===== config.mk =====
export PLATFORM = sky130hd
export DESIGN_NAME = nucleotide_diversity_accumulator_core
export DESIGN_NICKNAME = d
export VERILOG_FILES = /design/src/design/ndacc_pkg.sv /design/src/design/ndacc_front.sv /design/src/design/ndacc_queue.sv /design/src/design/ndacc_back.sv /design/src/design/nucleotide_diversity_accumulator_core.sv
export SDC_FILE = /design/constraint.sdc
export NUM_CORES = 2
export LEC_CHECK = 0
export BUFFER_PORTS_ARGS = -buffer_cell sky130_fd_sc_hd__buf_2
export CAP_MARGIN = 20
export CORE_UTILIZATION = 70
export DETAILED_ROUTE_END_ITERATION = 12
export PLACE_DENSITY = 0.9
export SLEW_MARGIN = 0
export SYNTH_ARGS = -nofsm -noshare
export SYNTH_HDL_FRONTEND = slang
export SYNTH_SLANG_ARGS = --single-unit
export TNS_END_PERCENT = 5

===== constraint.sdc =====
create_clock -name clock -period 18.1 [get_ports clock]
set_input_delay 0.905 -clock clock [delete_from_list [all_inputs] [get_ports clock]]
set_output_delay 0.905 -clock clock [all_outputs]
set_load 0.05 [all_outputs]

===== src/design/ndacc_pkg.sv =====
// ----------------------------------------------------------------------------
// ndacc_pkg
// Shared widths for the nucleotide diversity accumulator.
// ----------------------------------------------------------------------------
package ndacc_pkg;

   localparam int STATE_W  = 8;   // allele state code, signed
   localparam int COUNT_W  = 16;  // allele count port width
   localparam int SAMPLE_W = 16;  // sample size port width
   localparam int DENOM_W  = 2 * SAMPLE_W;  // n*(n-1) always fits here

endpackage


===== src/design/ndacc_front.sv =====
// ----------------------------------------------------------------------------
// ndacc_front
// Accepts count words, forms c*(c-1) and accumulates the site pair sum.
// ----------------------------------------------------------------------------
module ndacc_front import ndacc_pkg::*; #(
   parameter int COUNT_BITS = 16
) (
   input  logic                                     clock,
   input  logic                                     reset,
   input  logic                                     req_push,
   output logic                                     req_full,
   input  logic signed [STATE_W-1:0]                req_state_code,
   input  logic        [COUNT_W-1:0]                req_allele_count,
   input  logic        [SAMPLE_W-1:0]               req_sample_size,
   input  logic                                     req_last_in_site,
   input  logic                                     req_last_site,
   output logic                                     q_push,
   output logic        [2*COUNT_BITS+SAMPLE_W:0]    q_data,
   input  logic                                     q_full
);

   localparam int PAIR_BITS = 2 * COUNT_BITS;

   logic [COUNT_BITS-1:0] cnt;
   logic [COUNT_BITS-1:0] cnt_m1;
   logic                  counted;
   logic [PAIR_BITS-1:0]  prod;
   logic                  accept;
   logic                  s1_go;
   logic [PAIR_BITS:0]    pair_add;
   logic [PAIR_BITS-1:0]  pair_sat;

   logic                  s1_valid_ff, s1_valid_in;
   logic [PAIR_BITS-1:0]  s1_prod_ff;
   logic [SAMPLE_W-1:0]   s1_n_ff;
   logic                  s1_close_ff;
   logic                  s1_set_ff;
   logic [PAIR_BITS-1:0]  pair_ff;

   assign cnt     = COUNT_BITS'(req_allele_count);
   assign cnt_m1  = cnt - COUNT_BITS'(1);
   // missing states and counts below two add nothing
   assign counted = !req_state_code[STATE_W-1] && (cnt >= COUNT_BITS'(2));
   assign prod    = counted ? PAIR_BITS'(cnt) * PAIR_BITS'(cnt_m1) : '0;

   // stall only when a site-closing word cannot enter the queue
   assign req_full = s1_valid_ff && s1_close_ff && q_full;
   assign accept   = req_push && !req_full;
   assign s1_go    = s1_valid_ff && !(s1_close_ff && q_full);

   assign pair_add = {1'b0, pair_ff} + {1'b0, s1_prod_ff};
   assign pair_sat = pair_add[PAIR_BITS] ? '1 : pair_add[PAIR_BITS-1:0];

   assign q_push = s1_go && s1_close_ff;
   assign q_data = {pair_sat, s1_n_ff, s1_set_ff};

   always_comb begin
      s1_valid_in = s1_valid_ff;
      if (accept) begin
         s1_valid_in = 1'b1;
      end else if (s1_go) begin
         s1_valid_in = 1'b0;
      end
   end

   always_ff @(posedge clock) begin
      if (reset) begin
         s1_valid_ff <= 1'b0;
         pair_ff     <= '0;
      end else begin
         s1_valid_ff <= s1_valid_in;
         if (s1_go) begin
            pair_ff <= s1_close_ff ? '0 : pair_sat;
         end
      end
      if (accept) begin
         s1_prod_ff  <= prod;
         s1_n_ff     <= req_sample_size;
         s1_close_ff <= req_last_in_site;
         s1_set_ff   <= req_last_in_site && req_last_site;
      end
   end

endmodule


===== src/design/ndacc_queue.sv =====
// ----------------------------------------------------------------------------
// ndacc_queue
// Two-entry queue carrying closed sites from front to back.
// ----------------------------------------------------------------------------
module ndacc_queue import ndacc_pkg::*; #(
   parameter int WIDTH = 49
) (
   input  logic             clock,
   input  logic             reset,
   input  logic             push,
   input  logic [WIDTH-1:0] push_data,
   output logic             full,
   input  logic             pop,
   output logic [WIDTH-1:0] pop_data,
   output logic             empty
);

   localparam int DEPTH = 2;
   localparam int PTR_W = $clog2(DEPTH);
   localparam int CNT_W = $clog2(DEPTH + 1);

   logic [WIDTH-1:0] mem_ff [DEPTH];
   logic [PTR_W-1:0] wr_ptr_ff, rd_ptr_ff;
   logic [CNT_W-1:0] count_ff, count_in;
   logic             push_ok, pop_ok;

   assign full     = (count_ff == CNT_W'(DEPTH));
   assign empty    = (count_ff == '0);
   assign push_ok  = push && !full;
   assign pop_ok   = pop && !empty;
   assign pop_data = mem_ff[rd_ptr_ff];

   always_comb begin
      count_in = count_ff;
      if (push_ok && !pop_ok) begin
         count_in = count_ff + CNT_W'(1);
      end else if (pop_ok && !push_ok) begin
         count_in = count_ff - CNT_W'(1);
      end
   end

   always_ff @(posedge clock) begin
      if (reset) begin
         wr_ptr_ff <= '0;
         rd_ptr_ff <= '0;
         count_ff  <= '0;
      end else begin
         count_ff <= count_in;
         if (push_ok) begin
            wr_ptr_ff <= wr_ptr_ff + PTR_W'(1);
         end
         if (pop_ok) begin
            rd_ptr_ff <= rd_ptr_ff + PTR_W'(1);
         end
      end
      if (push_ok) begin
         mem_ff[wr_ptr_ff] <= push_data;
      end
   end

endmodule


===== src/design/ndacc_back.sv =====
// ----------------------------------------------------------------------------
// ndacc_back
// Per-site divide, heterozygosity, saturating running sum, result register.
// ----------------------------------------------------------------------------
module ndacc_back import ndacc_pkg::*; #(
   parameter int COUNT_BITS = 16,
   parameter int FRAC_BITS  = 20,
   parameter int SITE_BITS  = 24
) (
   input  logic                              clock,
   input  logic                              reset,
   input  logic                              q_empty,
   output logic                              q_pop,
   input  logic [2*COUNT_BITS+SAMPLE_W:0]    q_data,
   output logic                              rsp_empty,
   input  logic                              rsp_pop,
   output logic [FRAC_BITS:0]                rsp_site_heterozygosity,
   output logic [SITE_BITS+FRAC_BITS-1:0]    rsp_diversity_sum,
   output logic                              rsp_bad_sample_size,
   output logic                              rsp_set_done
);

   localparam int PAIR_BITS = 2 * COUNT_BITS;
   localparam int HET_BITS  = FRAC_BITS + 1;
   localparam int SUM_BITS  = SITE_BITS + FRAC_BITS;
   localparam int CMP_W     = (PAIR_BITS > DENOM_W) ? PAIR_BITS : DENOM_W;
   localparam int STEP_W    = $clog2(FRAC_BITS);

   typedef enum logic [1:0] {
      ST_IDLE,
      ST_DENOM,
      ST_DIVIDE,
      ST_FINISH
   } back_state_type;

   back_state_type        state_ff;
   logic [PAIR_BITS-1:0]  sum_ff;
   logic [SAMPLE_W-1:0]   n_ff;
   logic                  set_ff;
   logic                  bad_ff;
   logic                  zero_ff;
   logic [DENOM_W-1:0]    denom_ff;
   logic [DENOM_W-1:0]    rem_ff;
   logic [FRAC_BITS-1:0]  quo_ff;
   logic [STEP_W-1:0]     step_ff;
   logic [SUM_BITS-1:0]   acc_ff;
   logic                  out_valid_ff;
   logic [HET_BITS-1:0]   out_het_ff;
   logic [SUM_BITS-1:0]   out_sum_ff;
   logic                  out_bad_ff;
   logic                  out_set_ff;

   logic [DENOM_W-1:0]    denom_calc;
   logic                  sum_ge_denom;
   logic [DENOM_W:0]      trial;
   logic                  trial_fits;
   logic [HET_BITS-1:0]   het;
   logic [SUM_BITS:0]     acc_add;
   logic [SUM_BITS-1:0]   acc_new;
   logic                  out_free;
   logic                  in_bad;

   assign q_pop     = (state_ff == ST_IDLE) && !q_empty;
   assign in_bad    = q_data[SAMPLE_W:1] < SAMPLE_W'(2);
   assign out_free  = !out_valid_ff || rsp_pop;

   assign denom_calc   = DENOM_W'(n_ff) * DENOM_W'(n_ff - SAMPLE_W'(1));
   assign sum_ge_denom = CMP_W'(sum_ff) >= CMP_W'(denom_ff);

   // restoring divide, one quotient bit per cycle
   assign trial      = {rem_ff, 1'b0};
   assign trial_fits = trial >= {1'b0, denom_ff};

   assign het     = zero_ff ? '0 : ({1'b1, {FRAC_BITS{1'b0}}} - {1'b0, quo_ff});
   assign acc_add = {1'b0, acc_ff} + (SUM_BITS + 1)'(het);
   assign acc_new = bad_ff ? acc_ff :
                    (acc_add[SUM_BITS] ? '1 : acc_add[SUM_BITS-1:0]);

   assign rsp_empty               = !out_valid_ff;
   assign rsp_site_heterozygosity = out_het_ff;
   assign rsp_diversity_sum       = out_sum_ff;
   assign rsp_bad_sample_size     = out_bad_ff;
   assign rsp_set_done            = out_set_ff;

   always_ff @(posedge clock) begin
      if (reset) begin
         state_ff     <= ST_IDLE;
         acc_ff       <= '0;
         out_valid_ff <= 1'b0;
      end else begin
         // in ST_FINISH a pop frees the register for the next word below
         if (rsp_pop && out_valid_ff && (state_ff != ST_FINISH)) begin
            out_valid_ff <= 1'b0;
         end
         case (state_ff)
            ST_IDLE: begin
               if (!q_empty) begin
                  state_ff <= ST_DENOM;
               end
            end
            ST_DENOM: begin
               state_ff <= ST_DIVIDE;
            end
            ST_DIVIDE: begin
               if (zero_ff || step_ff == STEP_W'(FRAC_BITS - 1)) begin
                  state_ff <= ST_FINISH;
               end
            end
            ST_FINISH: begin
               if (out_free) begin
                  out_valid_ff <= 1'b1;
                  acc_ff       <= set_ff ? '0 : acc_new;
                  state_ff     <= ST_IDLE;
               end
            end
            default: begin
               state_ff <= ST_IDLE;
            end
         endcase
      end

      case (state_ff)
         ST_IDLE: begin
            sum_ff <= q_data[PAIR_BITS+SAMPLE_W:SAMPLE_W+1];
            n_ff   <= q_data[SAMPLE_W:1];
            set_ff <= q_data[0];
            bad_ff <= in_bad;
         end
         ST_DENOM: begin
            denom_ff <= denom_calc;
            step_ff  <= '0;
            quo_ff   <= '0;
         end
         ST_DIVIDE: begin
            // first cycle settles the clamp; sum < denom below keeps rem narrow
            if (step_ff == '0 && !zero_ff && sum_ge_denom) begin
               zero_ff <= 1'b1;
            end else begin
               if (trial_fits) begin
                  rem_ff <= DENOM_W'(trial - {1'b0, denom_ff});
               end else begin
                  rem_ff <= trial[DENOM_W-1:0];
               end
               quo_ff  <= {quo_ff[FRAC_BITS-2:0], trial_fits};
               step_ff <= step_ff + STEP_W'(1);
            end
         end
         ST_FINISH: begin
            if (out_free) begin
               out_het_ff <= het;
               out_sum_ff <= acc_new;
               out_bad_ff <= bad_ff;
               out_set_ff <= set_ff;
            end
         end
         default: begin
         end
      endcase

      // seed the divider while the denominator is formed
      if (state_ff == ST_DENOM) begin
         rem_ff  <= DENOM_W'(sum_ff);
         zero_ff <= bad_ff;
      end
   end

endmodule


===== src/design/nucleotide_diversity_accumulator_core.sv =====
// ----------------------------------------------------------------------------
// nucleotide_diversity_accumulator_core
// Theta-pi accumulator: per-site heterozygosity and saturating running sum.
// ----------------------------------------------------------------------------
// Count words enter one per cycle while req_full is low. Each word carries one
// allele state and its count c at the current site; words with a negative
// state code are skipped. The front sums c*(c-1) into the site pair sum (one
// registered multiply, then a saturating add). A word marked last_in_site
// closes the site and drops the pair sum, n and the set mark into a two-entry
// queue. The back forms n*(n-1), then runs a restoring divider one quotient
// bit per cycle. Each site passes the back's idle, denominator, divide and
// finish states; the finish state loads the result register, and the divider
// sets the sustained site rate. Words inside a site are taken every cycle;
// req_full rises only when a closing word meets a full queue. The result
// register lets the next site divide while a result waits for pop.
// Heterozygosity is 1 - sum/(n*(n-1)), truncated to FRAC_BITS fraction bits,
// clamped to zero when the counts exceed n*(n-1). Sample size below two flags
// bad_sample_size, reports zero and leaves the running sum alone. The running
// sum saturates and clears after the word that carries set_done.
// ----------------------------------------------------------------------------
module nucleotide_diversity_accumulator_core import ndacc_pkg::*; #(
   parameter int COUNT_BITS = 16,
   parameter int FRAC_BITS  = 20,
   parameter int SITE_BITS  = 24
) (
   input  logic                              clock,
   input  logic                              reset,
   // input words
   input  logic                              req_push,
   output logic                              req_full,
   input  logic signed [STATE_W-1:0]         req_state_code,
   input  logic        [COUNT_W-1:0]         req_allele_count,
   input  logic        [SAMPLE_W-1:0]        req_sample_size,
   input  logic                              req_last_in_site,
   input  logic                              req_last_site,
   // result words
   output logic                              rsp_empty,
   input  logic                              rsp_pop,
   output logic [FRAC_BITS:0]                rsp_site_heterozygosity,
   output logic [SITE_BITS+FRAC_BITS-1:0]    rsp_diversity_sum,
   output logic                              rsp_bad_sample_size,
   output logic                              rsp_set_done
);

   localparam int ENTRY_W = 2 * COUNT_BITS + SAMPLE_W + 1;

   logic               q_push;
   logic               q_full;
   logic               q_pop;
   logic               q_empty;
   logic [ENTRY_W-1:0] q_wdata;
   logic [ENTRY_W-1:0] q_rdata;

   // front: accept, multiply, accumulate pair sum
   ndacc_front #(
      .COUNT_BITS (COUNT_BITS)
   ) u_front (
      .clock            (clock),
      .reset            (reset),
      .req_push         (req_push),
      .req_full         (req_full),
      .req_state_code   (req_state_code),
      .req_allele_count (req_allele_count),
      .req_sample_size  (req_sample_size),
      .req_last_in_site (req_last_in_site),
      .req_last_site    (req_last_site),
      .q_push           (q_push),
      .q_data           (q_wdata),
      .q_full           (q_full)
   );

   // closed sites: {pair sum, n, set mark}
   ndacc_queue #(
      .WIDTH (ENTRY_W)
   ) u_queue (
      .clock     (clock),
      .reset     (reset),
      .push      (q_push),
      .push_data (q_wdata),
      .full      (q_full),
      .pop       (q_pop),
      .pop_data  (q_rdata),
      .empty     (q_empty)
   );

   // back: divide, heterozygosity, running sum, result register
   ndacc_back #(
      .COUNT_BITS (COUNT_BITS),
      .FRAC_BITS  (FRAC_BITS),
      .SITE_BITS  (SITE_BITS)
   ) u_back (
      .clock                   (clock),
      .reset                   (reset),
      .q_empty                 (q_empty),
      .q_pop                   (q_pop),
      .q_data                  (q_rdata),
      .rsp_empty               (rsp_empty),
      .rsp_pop                 (rsp_pop),
      .rsp_site_heterozygosity (rsp_site_heterozygosity),
      .rsp_diversity_sum       (rsp_diversity_sum),
      .rsp_bad_sample_size     (rsp_bad_sample_size),
      .rsp_set_done            (rsp_set_done)
   );

   // input backpressure only comes from a full site queue
   a_full_needs_queue: assert property (@(posedge clock) disable iff (reset)
      req_full |-> q_full)
      else $error("req_full without a full site queue");

   // a flagged site reports zero heterozygosity
   a_bad_is_zero: assert property (@(posedge clock) disable iff (reset)
      (!rsp_empty && rsp_bad_sample_size) |-> (rsp_site_heterozygosity == '0))
      else $error("bad sample size with nonzero heterozygosity");

   // heterozygosity never exceeds one
   a_het_le_one: assert property (@(posedge clock) disable iff (reset)
      !rsp_empty |-> (rsp_site_heterozygosity <= {1'b1, {FRAC_BITS{1'b0}}}))
      else $error("heterozygosity above one");

endmodule

; ---- Yosys cells after proc, flatten, opt, wreduce, memory -nomap -nowiden
; Memory sizes are Yosys's and may differ from the RTL's. A register that Yosys moved wholly into a read port is not among the register bits.
; Index checks and enable logic that the tools add are counted.
[totals]
out_inout_bits = 69
memories = 1
register_bits = 341
ramBits = 98
[mem_list]
columns = memory, words, width, read_ports, rd_clocked_by_memory_dff, wr, line
row1 = u_queue.mem_ff, 2, 49, 1, 1, 1, ndacc_queue.sv:22  ; logic [WIDTH-1:0] mem_ff [DEPTH];
[classes]
n_eq_ne = 11
addsub = 11
mux = 32
n_lt_le_gt_ge = 4
reduce_logical = 40
multipliers = 2
[ops]
columns = cell, count
row1 = $mux W32, 6
row2 = $mux W44, 3
row3 = $add A44 B21 Y45, 1
row4 = $pmux W20 S2, 1
row5 = $add A32 B32 Y33, 1
row6 = $ge A33 B32 Y1, 1
row7 = $ge A32 B32 Y1, 1
row8 = $mul A16 B16 Y32, 1
row9 = $mul A16 B32 Y32, 1
row10 = $sub A32 B32 Y32, 1
row11 = $mux W21, 1
row12 = $sub A21 B20 Y21 const A, 1
row13 = $mux W20, 1
row14 = $logic_and A1 B1 Y1, 17
row15 = $sub A16 B1 Y17 const B, 1
row16 = $ge A16 B2 Y1 const B, 1
row17 = $lt A16 B2 Y1 const B, 1
row18 = $sub A16 B1 Y16 const B, 1
row19 = $mux W1, 12
row20 = $mux W2, 5
row21 = $pmux W5 S2, 1
row22 = $logic_not A1 Y1, 9
row23 = $ne A2 B2 Y1 const B, 4
row24 = $pmux W2 S4, 1
row25 = other kinds (15), 27

; ---- Logic depth before layout (Yosys ltp)
[logic_depth]
depth_word = 10
mapped_depth = 34
mapped_depth_nobuf = 33

; ---- Hierarchy
; A second synthesis with hierarchy kept.
[unflattened]
hier_cells = 4061
hier_area_um2 = 41058.1
[by_module_without_submodules]
columns = mod, cells_per_inst, area_each_um2, seq_area_each_um2, instances
row1 = ndacc_back, 2408, 23707.7, 7126.8, 1
row2 = ndacc_front, 1476, 13604.3, 2132.0, 1
row3 = ndacc_queue, 177, 3746.1, 3042.9, 1

; ---- Least setup slack after synthesis
; Ideal clock, no wire load.
[synth_path]
kind = register -> register
startpoint = register u_back.n_ff[0]
endpoint = register u_back.denom_ff[31] (data pin)
t_required_ns = 17.839
period_less_slack_ns = 8.157
path_stages_with_launch = 35
setup_time_ns = 0.261
arrival_ns = 7.896
setup_slack_ns = 9.943
cell_sequence = edfxtp_1 -> clkbuf_1 -> clkinv_1 -> ha_1 -> inv_1 -> or3_1 -> or3_1 -> or3_1 -> nor2_1 -> nand2_1 -> or3_1 -> ha_1 -> clkbuf_1 -> nand2b_1 -> fa_1 -> fa_1 -> inv_1 -> fa_1 -> inv_1 -> fa_1 -> inv_1 -> fa_1 -> inv_1 -> fa_1 -> inv_1 -> ha_1 -> a21o_1 -> a21oi_1 -> nor3b_1 -> a21oi_1 -> nand3_1 -> a31oi_1 -> a21o_1 -> a21oi_1 -> xnor2_1
[synth_between]
elab_chain_len = 2
[synth_lines]
columns = item, line
row1 = from (decl), ndacc_back.sv:38  ; logic [SAMPLE_W-1:0] n_ff;
row2 = from (signal assigned), ndacc_back.sv:125  ; n_ff <= q_data[SAMPLE_W:1];
row3 = $sub A16 B1 Y17, ndacc_back.sv:67  ; assign denom_calc = DENOM_W'(n_ff) * DENOM_W'(n_ff - SAMPLE_W'(1));
row4 = $mul A16 B32 Y32 *, ndacc_back.sv:67
row5 = via u_back.denom_calc[31], ndacc_back.sv:53  ; logic [DENOM_W-1:0] denom_calc;
row6 = to (signal assigned), ndacc_back.sv:130  ; denom_ff <= denom_calc;
row7 = to (decl), ndacc_back.sv:42  ; logic [DENOM_W-1:0] denom_ff;
; Mark *: on every way through the listed nets, which the timed path passes. The rest lies on a longest branch.
; A chain may end at the register's enable or synchronous reset.

; ---- Worst setup path after layout
; Same ends and word-level chain as after synthesis.

==> results.py <==
metrics = {
    "outcome": {
        "status": "finished clean",
    },
    "clock_tree": {
        "cts_max_level": 2,
        "cts_tree": "yes",
        "clkSlewWorstSetupHoldPaths_ns": 0.07,
        "cts_num_sinks": 438,
        "cts_hold_buf": 0,
        "post_cts_resized": 0,
        "cts_buffers": 46,
        "clockBufferDepth": 3,
        "insertion_delay_ns": 0.61,
        "post_cts_buffers": 0,
        "cts-root-buf": "clkbuf_16",
    },
    "worst_setup_path": {
        "reg2regPathDepth": 32,
        "cp-end-kind": "register",
        "worst-setup-path-type": "register to register",
        "crit_path_top_delay_cell": "ha_1",
        "crit_path_frequent_cell": "fa_1",
        "crit_required_ns": 18.46,
        "worstSetupStartpointType": "register",
        "slowest_delay_ns": 0.74,
        "crit_fanout": 24,
        "cp_data_arrival_time_ns": 10.27,
    },
    "finish": {
        "final_common_cell": "inv_1",
        "drive_above_1_share_pct": 8.376,
        "nNetsFinal": 4917,
        "syn_to_final_growth_pct": 6.986,
        "final_cell_mix": "inv_1, fa_1, edfxtp_1",
    },
    "logic_synthesis": {
        "ys_warn_count": 0,
        "synth_edf_count": 353,
        "avgSynthCellArea_sq_um": 10.30,
        "synthCells": 4005,
        "synthArstFlopShare_pct": 0,
        "synthDistinctLibCells": 99,
        "netlist_area_sq_um": 41270,
        "synth_seq_cells": 438,
        "synth-seq-area-share_pct": 29.81,
        "synth_flop_cell": "edfxtp_1",
    },
    "route": {
        "dr.pass1.iters": 7,
        "first_iter_violations": 2408,
        "drcViolationCount": 0,
        "ant_nets": 0,
        "post_drt_wl_per_cell_microns": 19.98,
        "vias": 29910,
        "routed_via_density": 6.124,
        "wl_microns": 97610,
    },
    "timing": {
        "finalSetupViolations": 0,
        "fin_crit_sh_pct": 54.74,
        "timing.fmax_ghz": 0.1009,
        "slew_viol_final": 0,
        "worst_slew_pin_slew_ns": 1.091,
        "rsz0062_at_grt": "false",
        "worst_slack_ns": 8.192,
        "finClkSkew_ns": 0.03703,
        "slew_headroom_pct": 27.20,
        "finalHoldViolations": 0,
        "tns_ns": 0,
        "fin_crit_ns": 9.908,
    },
    "placement": {
        "dp_slack_ns": 8.669,
        "globalplace.congestion": 0.9562,
        "io_buffers": 107,
        "hpwl_microns": 72510,
    },
    "job": {
        "maxCapViolCount": 0,
    },
    "global_routing": {
        "grt_pass1_vias": 31560,
        "gr-total-overflow": 0,
        "antenna_found_initial": 0,
        "grtUsageTotal_pct": 33.51,
        "grt_pass1_wl_microns": 158600,
        "grt_max_degree": 82,
    },
    "floorplanning": {
        "dieWidth_microns": 244.8,
        "die_h_microns": 244.8,
        "std_cell_rows": 88,
        "ios": 115,
        "die_area_sq_um": 59930,
        "core_area_sq_um": 58030,
        "initial_core_util_pct": 71.12,
    },
    "hold_path": {
        "worstHoldPathCells": 0,
        "hold_class": "register to register",
    },
}
Yosys cell counts (all sizes together), types with 7 or more instances:
master,number,area [sq um]
xor2,68,595.6
nor4,14,123.9
and3,30,192.7
or2,18,112.6
o21bai,18,135.1
a211oi,21,167.7
o21ai,114,570.5
clkbuf,102,382.9
a21oi,174,878.4
o211ai,10,75.07
a221oi,7,67.56
nand4,23,158.9
a2111oi,7,73.82
a21o,61,457.9
nand3,45,225.2
nor2b,194,1214
mux2,61,686.9
o31ai,11,101.3
nor2,211,792.0
a31oi,22,167.7
a211o,9,78.83
a311oi,7,85.08
nand2b,294,1842
a22o,40,350.3
and2,49,307.8
ha,325,4066
o21a,35,264.0
inv,664,2492
xnor2,88,770.7
edfxtp,353,10600
buf,24,147.6
fa,465,9309
mux2i,18,180.2
o31a,9,81.33
nor3,47,245.2
a221o,7,70.07
or3,27,173.9
nand2,168,633.1
dfxtp,85,1702
final cells by class:
| class | instances | area, sq um |
|---|---|---|
| antenna | 1 | 2.502 |
| clock buffer | 54 | 1274 |
| clock inverter | 32 | 329.1 |
| fill | 3609 | 13880 |
| inverter | 668 | 2507 |
| multi-input combinational | 2795 | 26040 |
| sequential | 438 | 12300 |
| tap | 765 | 957.2 |
| timing repair buffer | 132 | 738.2 |
logic make-up after synthesis:
kind of cell | Yosys count | share of synthesized area [%]
xor gates and xnor gates | 156 | 3.311
AOI/OAI and AO/OA | 604 | 9.906
muxes | 79 | 2.101
DFF | 438 | 29.81
adders and majority gates | 790 | 32.41
and+or+nand+nor | 1141 | 15.06
buffers and inverters | 795 | 7.383
other | 2 | 0.01820
flip-flops by register name, indices dropped and copies added, names as in the netlist, 2 cells and up, named ones only:
register / flops
u_back.step_ff: 5
u_back.quo_ff: 20
u_front.s1_n_ff: 16
u_back.acc_ff: 44
u_queue.mem_ff: 98
u_front.s1_prod_ff: 31
u_back.rsp_site_heterozygosity: 21
u_back.rsp_diversity_sum: 44
u_back.rem_ff: 32
u_back.n_ff: 16
u_queue.count_ff: 2
u_back.state_ff: 2
u_back.denom_ff: 31
u_back.sum_ff: 32
u_front.pair_ff: 32
stage by stage:
step                std cells  utilization [%]  cell area, sq um  hold slack (ns)
floorplan                4028                -             41350           0.4215
global placement         4796            73.27             42510           0.4238
detailed placement       4797            73.29             42530           0.4298
CTS                      4883            76.05             44130           0.4386
global route             4884            76.08             44150           0.4457
finish                   4885            76.08             44150           0.4389
path summary, 6_finish.rpt:
path                             from               endpoint  slack [ns]
setup / recovery       u_back.n_ff[0]    u_back.denom_ff[31]        8.19
hold / removal    u_front.s1_n_ff[14]  u_queue.mem_ff[1][15]        0.44
setup reg to reg       u_back.n_ff[0]    u_back.denom_ff[31]        8.19
hold reg to reg   u_front.s1_n_ff[14]  u_queue.mem_ff[1][15]        0.44
routing by layer:
layer / share of wire, % / vias to the layer above / track usage (%)
met5: 0 / - / 0
met4: 5.1 / 0 / 17.02
met3: 8.0 / 403 / 5.215
met2: 49 / 1448 / 56.68
met1: 38 / 14690 / 41.87
li1: - / 13370 / -
worst max-delay path: cells and delay by family (launching register included):
family / cells / cell delay [ns]
adders and majority gates: 9 / 4.42
buffers and inverters: 7 / 0.82
and+or+nand+nor: 7 / 1.99
DFF: 1 / 0.36
xor gates and xnor gates: 1 / 0.35
AOI/OAI and AO/OA: 8 / 1.74
Power is left out: the tool's default activity adds up to more than one toggle a clock period on the data nets, which glitch-free logic cannot reach.
